[config.mk]
export PLATFORM = sky130hd
export DESIGN_NAME = tws_ram
export DESIGN_NICKNAME = d
export VERILOG_FILES = /design/src/hdl/tws_ram.sv
export SDC_FILE = /design/constraint.sdc
export NUM_CORES = 2
export LEC_CHECK = 0
export BUFFER_PORTS_ARGS = -buffer_cell sky130_fd_sc_hd__buf_4
export CORE_ASPECT_RATIO = 0.9
export CORE_MARGIN = 4
export CORE_UTILIZATION = 39
export CTS_BUF_LIST = sky130_fd_sc_hd__clkbuf_8 sky130_fd_sc_hd__clkbuf_16
export CTS_CLUSTER_SIZE = 8
export DETAILED_ROUTE_END_ITERATION = 12
export RECOVER_POWER = 25
export SETUP_SLACK_MARGIN = 0.2
export SYNTH_ARGS = -nofsm -noshare
export SYNTH_HDL_FRONTEND = slang
export SYNTH_SLANG_ARGS = --single-unit
[constraint.sdc]
create_clock -name aclk -period 2.4 [get_ports aclk]
set_input_delay 0.24 -clock aclk [delete_from_list [all_inputs] [get_ports aclk]]
set_output_delay 0.24 -clock aclk [all_outputs]
set_load 0.02 [all_outputs]
[src/hdl/tws_ram.sv]
`default_nettype none

module tws_ram #(
    parameter int WIDTH = 8,
    parameter int DEPTH = 256
) (
    input  wire logic                     aclk,
    input  wire logic                     wr_en,
    input  wire logic [$clog2(DEPTH)-1:0] wr_addr,
    input  wire logic [WIDTH-1:0]         wr_data,
    input  wire logic                     rd_en,
    input  wire logic [$clog2(DEPTH)-1:0] rd_addr,
    output logic      [WIDTH-1:0]         rd_data
);

    logic [WIDTH-1:0] mem [DEPTH];

    always_ff @(posedge aclk) begin
        if (wr_en) begin
            mem[wr_addr] <= wr_data;
        end
        if (rd_en) begin
            rd_data <= mem[rd_addr];
        end
    end

endmodule

`default_nettype wire

==> results.yml <==
power:
  ir_worst_vdd_uv: 740
  power.share.sequential_pct: 49.2
  power.share.clock_pct: 45.4
  share_comb_of_total_power_pct: 5.4
  switching_share_pct: 20.5
  p_leak_nw: 31.5
  internal_power_mw: 64.2
  power_density_cells_nw_per_um2: 834
  switching_power_mw: 16.5
floorplanning:
  core_region_area_um2: 203000
  chipHeight_um: 437
  design.die.area_um2: 212000
  floorplan.initialDensity_pct: 39.2
  dieWidth_um: 484
  top_level_ports: 35
  rows: 157
sta:
  share_of_the_clock_period_used_by_the_worst_path_pct: 102
  fin_crit_ns: 2.44
  max_clock_freq_mhz: 410
  worst_max_slew_pin_slew_ns: 2.42
  timing.hold.ws_ns: 0.0916
  finClkSkew_ns: 0.0700
  timing.final.max_slew_violations: 481
  finalSetupTns_ns: -0.249
  final-setup-viol-count: 30
  worst_slack_ns: -0.0374
  final_hold_viol_count: 0
  timing.slew.headroom_pct: -61.2
  setup_repair_after_global_routing_missed_its_margin: "yes"
synth:
  yosys.area.top_type: "edfxtp_1"
  most_frequent_cell_after_synthesis: "edfxtp_1"
  ys.warnings.count: 0
  synth.area.mux_share_pct: 14.6
  synthTopCellsByCount: "edfxtp_1, mux4_2, nor2_1"
  synth-edff-count: 2056
  yosys.cell_types.count: 54
  synth_xor_area_share_pct: 0
  yosys_most_used_dff: "edfxtp_1"
  synthesis.area_um2: 79600
  synth_top_area_share_pct: 77.5
  synth_compound_gate_area_share_pct: 3.42
  synth.ff_latch_count: 2056
  post_synth_and_or_nand_nor_area_fraction_pct: 2.63
  dominant_combinational_cell_family_by_area_after_synthesis: "multiplexers"
  syn_inst: 3733
  syn_area_cell_um2: 21.3
  synth-async-reset-ratio_pct: 0
  portion_of_the_post_synthesis_area_used_by_sequential_elements_pct: 77.5
  ys_top_cells_by_area: "edfxtp_1, mux4_2, mux2i_1"
  postSynthNetCount: 3760
  synthAdderAreaFrac_pct: 0
worst_setup_path:
  sort_of_element_at_the_start_of_the_critical_path: "flip-flop"
  critical_path_class: "flip-flop to flip-flop"
  worst_ep_arrival_time_ns: 3.05
  required_ns: 3.02
  worst-r2r-setup-slack_ns: -0.04
  critical_path_peak_fanout: 1
  endpoint_kind: "flip-flop"
routing:
  drt-wirelength-per-cell_um: 28.2
  drt_first_iter_violations: 4563
  firstDrtPassIters: 5
  drcViolationCount: 0
  detail-route-antenna-nets: 0
  via_count: 41523
  finalWirelength_um: 206000
  route.detailed.vias_per_inst: 5.69
cts:
  cts.root.buffer_cell: "clkbuf_16"
  cts_made_buffers: 307
  postCtsSetupBuffers: 0
  cts_tree: "done"
  worst_skew_late_latency_ns: 0.90
  ctsLongestPathBuffers: 4
  cts.sink_count: 2056
  clk_transition_reported_paths_ns: 0.05
  htreeDepth: 5
global_route:
  grt_max_degree: 99
  grt_pass1_vias: 42057
  grt_first_pass_wirelength_um: 300000
  grt-ovfl-total: 0
  antenna_found_initial: 7
  grt.total_usage_pct: 19.4
outcome:
  status: "finished, violations left"
  violations: "capacitance limit, slew limit, setup timing"
layout:
  layout-drive-gt1-share_pct: 34.8
  filler_cell_count: 16620
  layout_net_count: 4610
  stdcell_area_um2: 96900
  area_growth_pct: 21.7
place:
  post_dp_hpwl_um: 133000
  placedInstanceArea_um2: 88600
  numPortBuffers: 34
  gp_congestion: 0.823
flow_run:
  max-cap-violations: 7
hold_path:
  holdCritPathClass: "input port to flip-flop"
## flip-flops by register name, indices dropped and copies added, names as in the netlist
name     cells
rd_data      8
mem       2048
## kinds of logic after synthesis
kind of cell	count (synthesis)
multiplexers	591
flip-flops	2056
buffers and inverters	235
AND/OR/NAND/NOR	466
AO/OA/AOI/OAI	385
## metal layers
metal	wire (um)	global-route usage, %
met1	89200	28.9
met4	3920	4.52
met3	16900	3.96
met5	0	0
met2	96100	29.4
## power groups by stage
stage	clock [mW]	combinational (mW)	sequential, mW
6_report	36.6	4.35	39.8
5_1_grt	39.0	4.59	39.7
4_1_cts	37.3	4.39	39.7
3_5_place_dp	0	4.26	40.4
3_3_place_gp	0	4.22	40.4
2_1_floorplan	0	1.97	40.4
## worst max-delay path, stage by stage (launching register included)
cell and delay [ns]:
edfxtp_1 0.35, mux4_2 0.49, mux4_2 0.53, nor2_4 0.13, a2111oi_4 0.07, buf_4 0.18, nor3_4 0.22, buf_6 0.15
nor4_2 0.04
## per-stage QoR
step | setup WS, ns | cells | power [mW] | utilization [%]
after global placement | -1.19 | 6962 | 44.6 | 43.6
final | -0.0374 | 7302 | 80.8 | 47.7
after CTS | -0.0237 | 7297 | 81.5 | 47.7
after detailed placement | -1.28 | 6962 | 44.7 | 43.6
after floorplan | 0.186 | 3733 | 42.4 | -
after global routing | -0.119 | 7301 | 83.3 | 47.7
## path summary, 6_finish.rpt
check,from,to,depth (start not counted)
setup / recovery,mem[139][1],rd_data[1],8
hold / removal,wr_addr[0],mem[151][7],4
setup reg to reg,mem[139][1],rd_data[1],8
hold reg to reg,mem[40][3],rd_data[3],7
## layout make-up
cell class / count / area, um^2 / area share (%)
clock inverter: 8 / 88.8 / 0.0917
timing repair buffer: 774 / 6900 / 7.12
inverter: 2 / 7.51 / 0.00775
antenna: 5 / 12.5 / 0.0129
tap: 2703 / 3380 / 3.49
multi-input combinational: 1442 / 16900 / 17.5
clock buffer: 312 / 7810 / 8.06
sequential: 2056 / 61700 / 63.7
## cell usage in the layout (no fill, tap or decap), types with 5 or more instances in the layout
cell / Yosys / routed
buf_4: 27 / 650
clkbuf_2: 0 / 7
a21oi_1: 96 / 96
o221ai_1: 46 / 44
o22ai_1: 28 / 28
nand4_1: 10 / 10
buf_12: 8 / 82
o21ai_0: 10 / 10
mux2i_1: 134 / 134
nor4_1: 24 / 7
a211oi_1: 16 / 10
nor2b_1: 31 / 27
o22a_1: 5 / 5
nand2_1: 33 / 33
edfxtp_1: 2056 / 2056
a22oi_1: 133 / 132
and2_1: 6 / 6
buf_6: 21 / 8
nor4_4: 0 / 6
diode_2: 0 / 5
dlygate4sd3_1: 0 / 15
nor4_2: 3 / 14
nor3_2: 0 / 5
o211ai_1: 10 / 10
mux4_2: 454 / 455
nor3_1: 22 / 14
clkbuf_16: 0 / 312
a22o_1: 8 / 7
nand3_1: 34 / 31
nor2_1: 282 / 276
nand2b_1: 8 / 8
a221oi_1: 13 / 9
## what timing repair did
action	4_1_cts	5_1_grt
pin swaps	11	5
hold buffers	15	0
resized for setup	59	10
setup endpoints to repair	8	8
hold endpoints to repair	747	0
No activity file was read; power rests on OpenSTA's default activity.
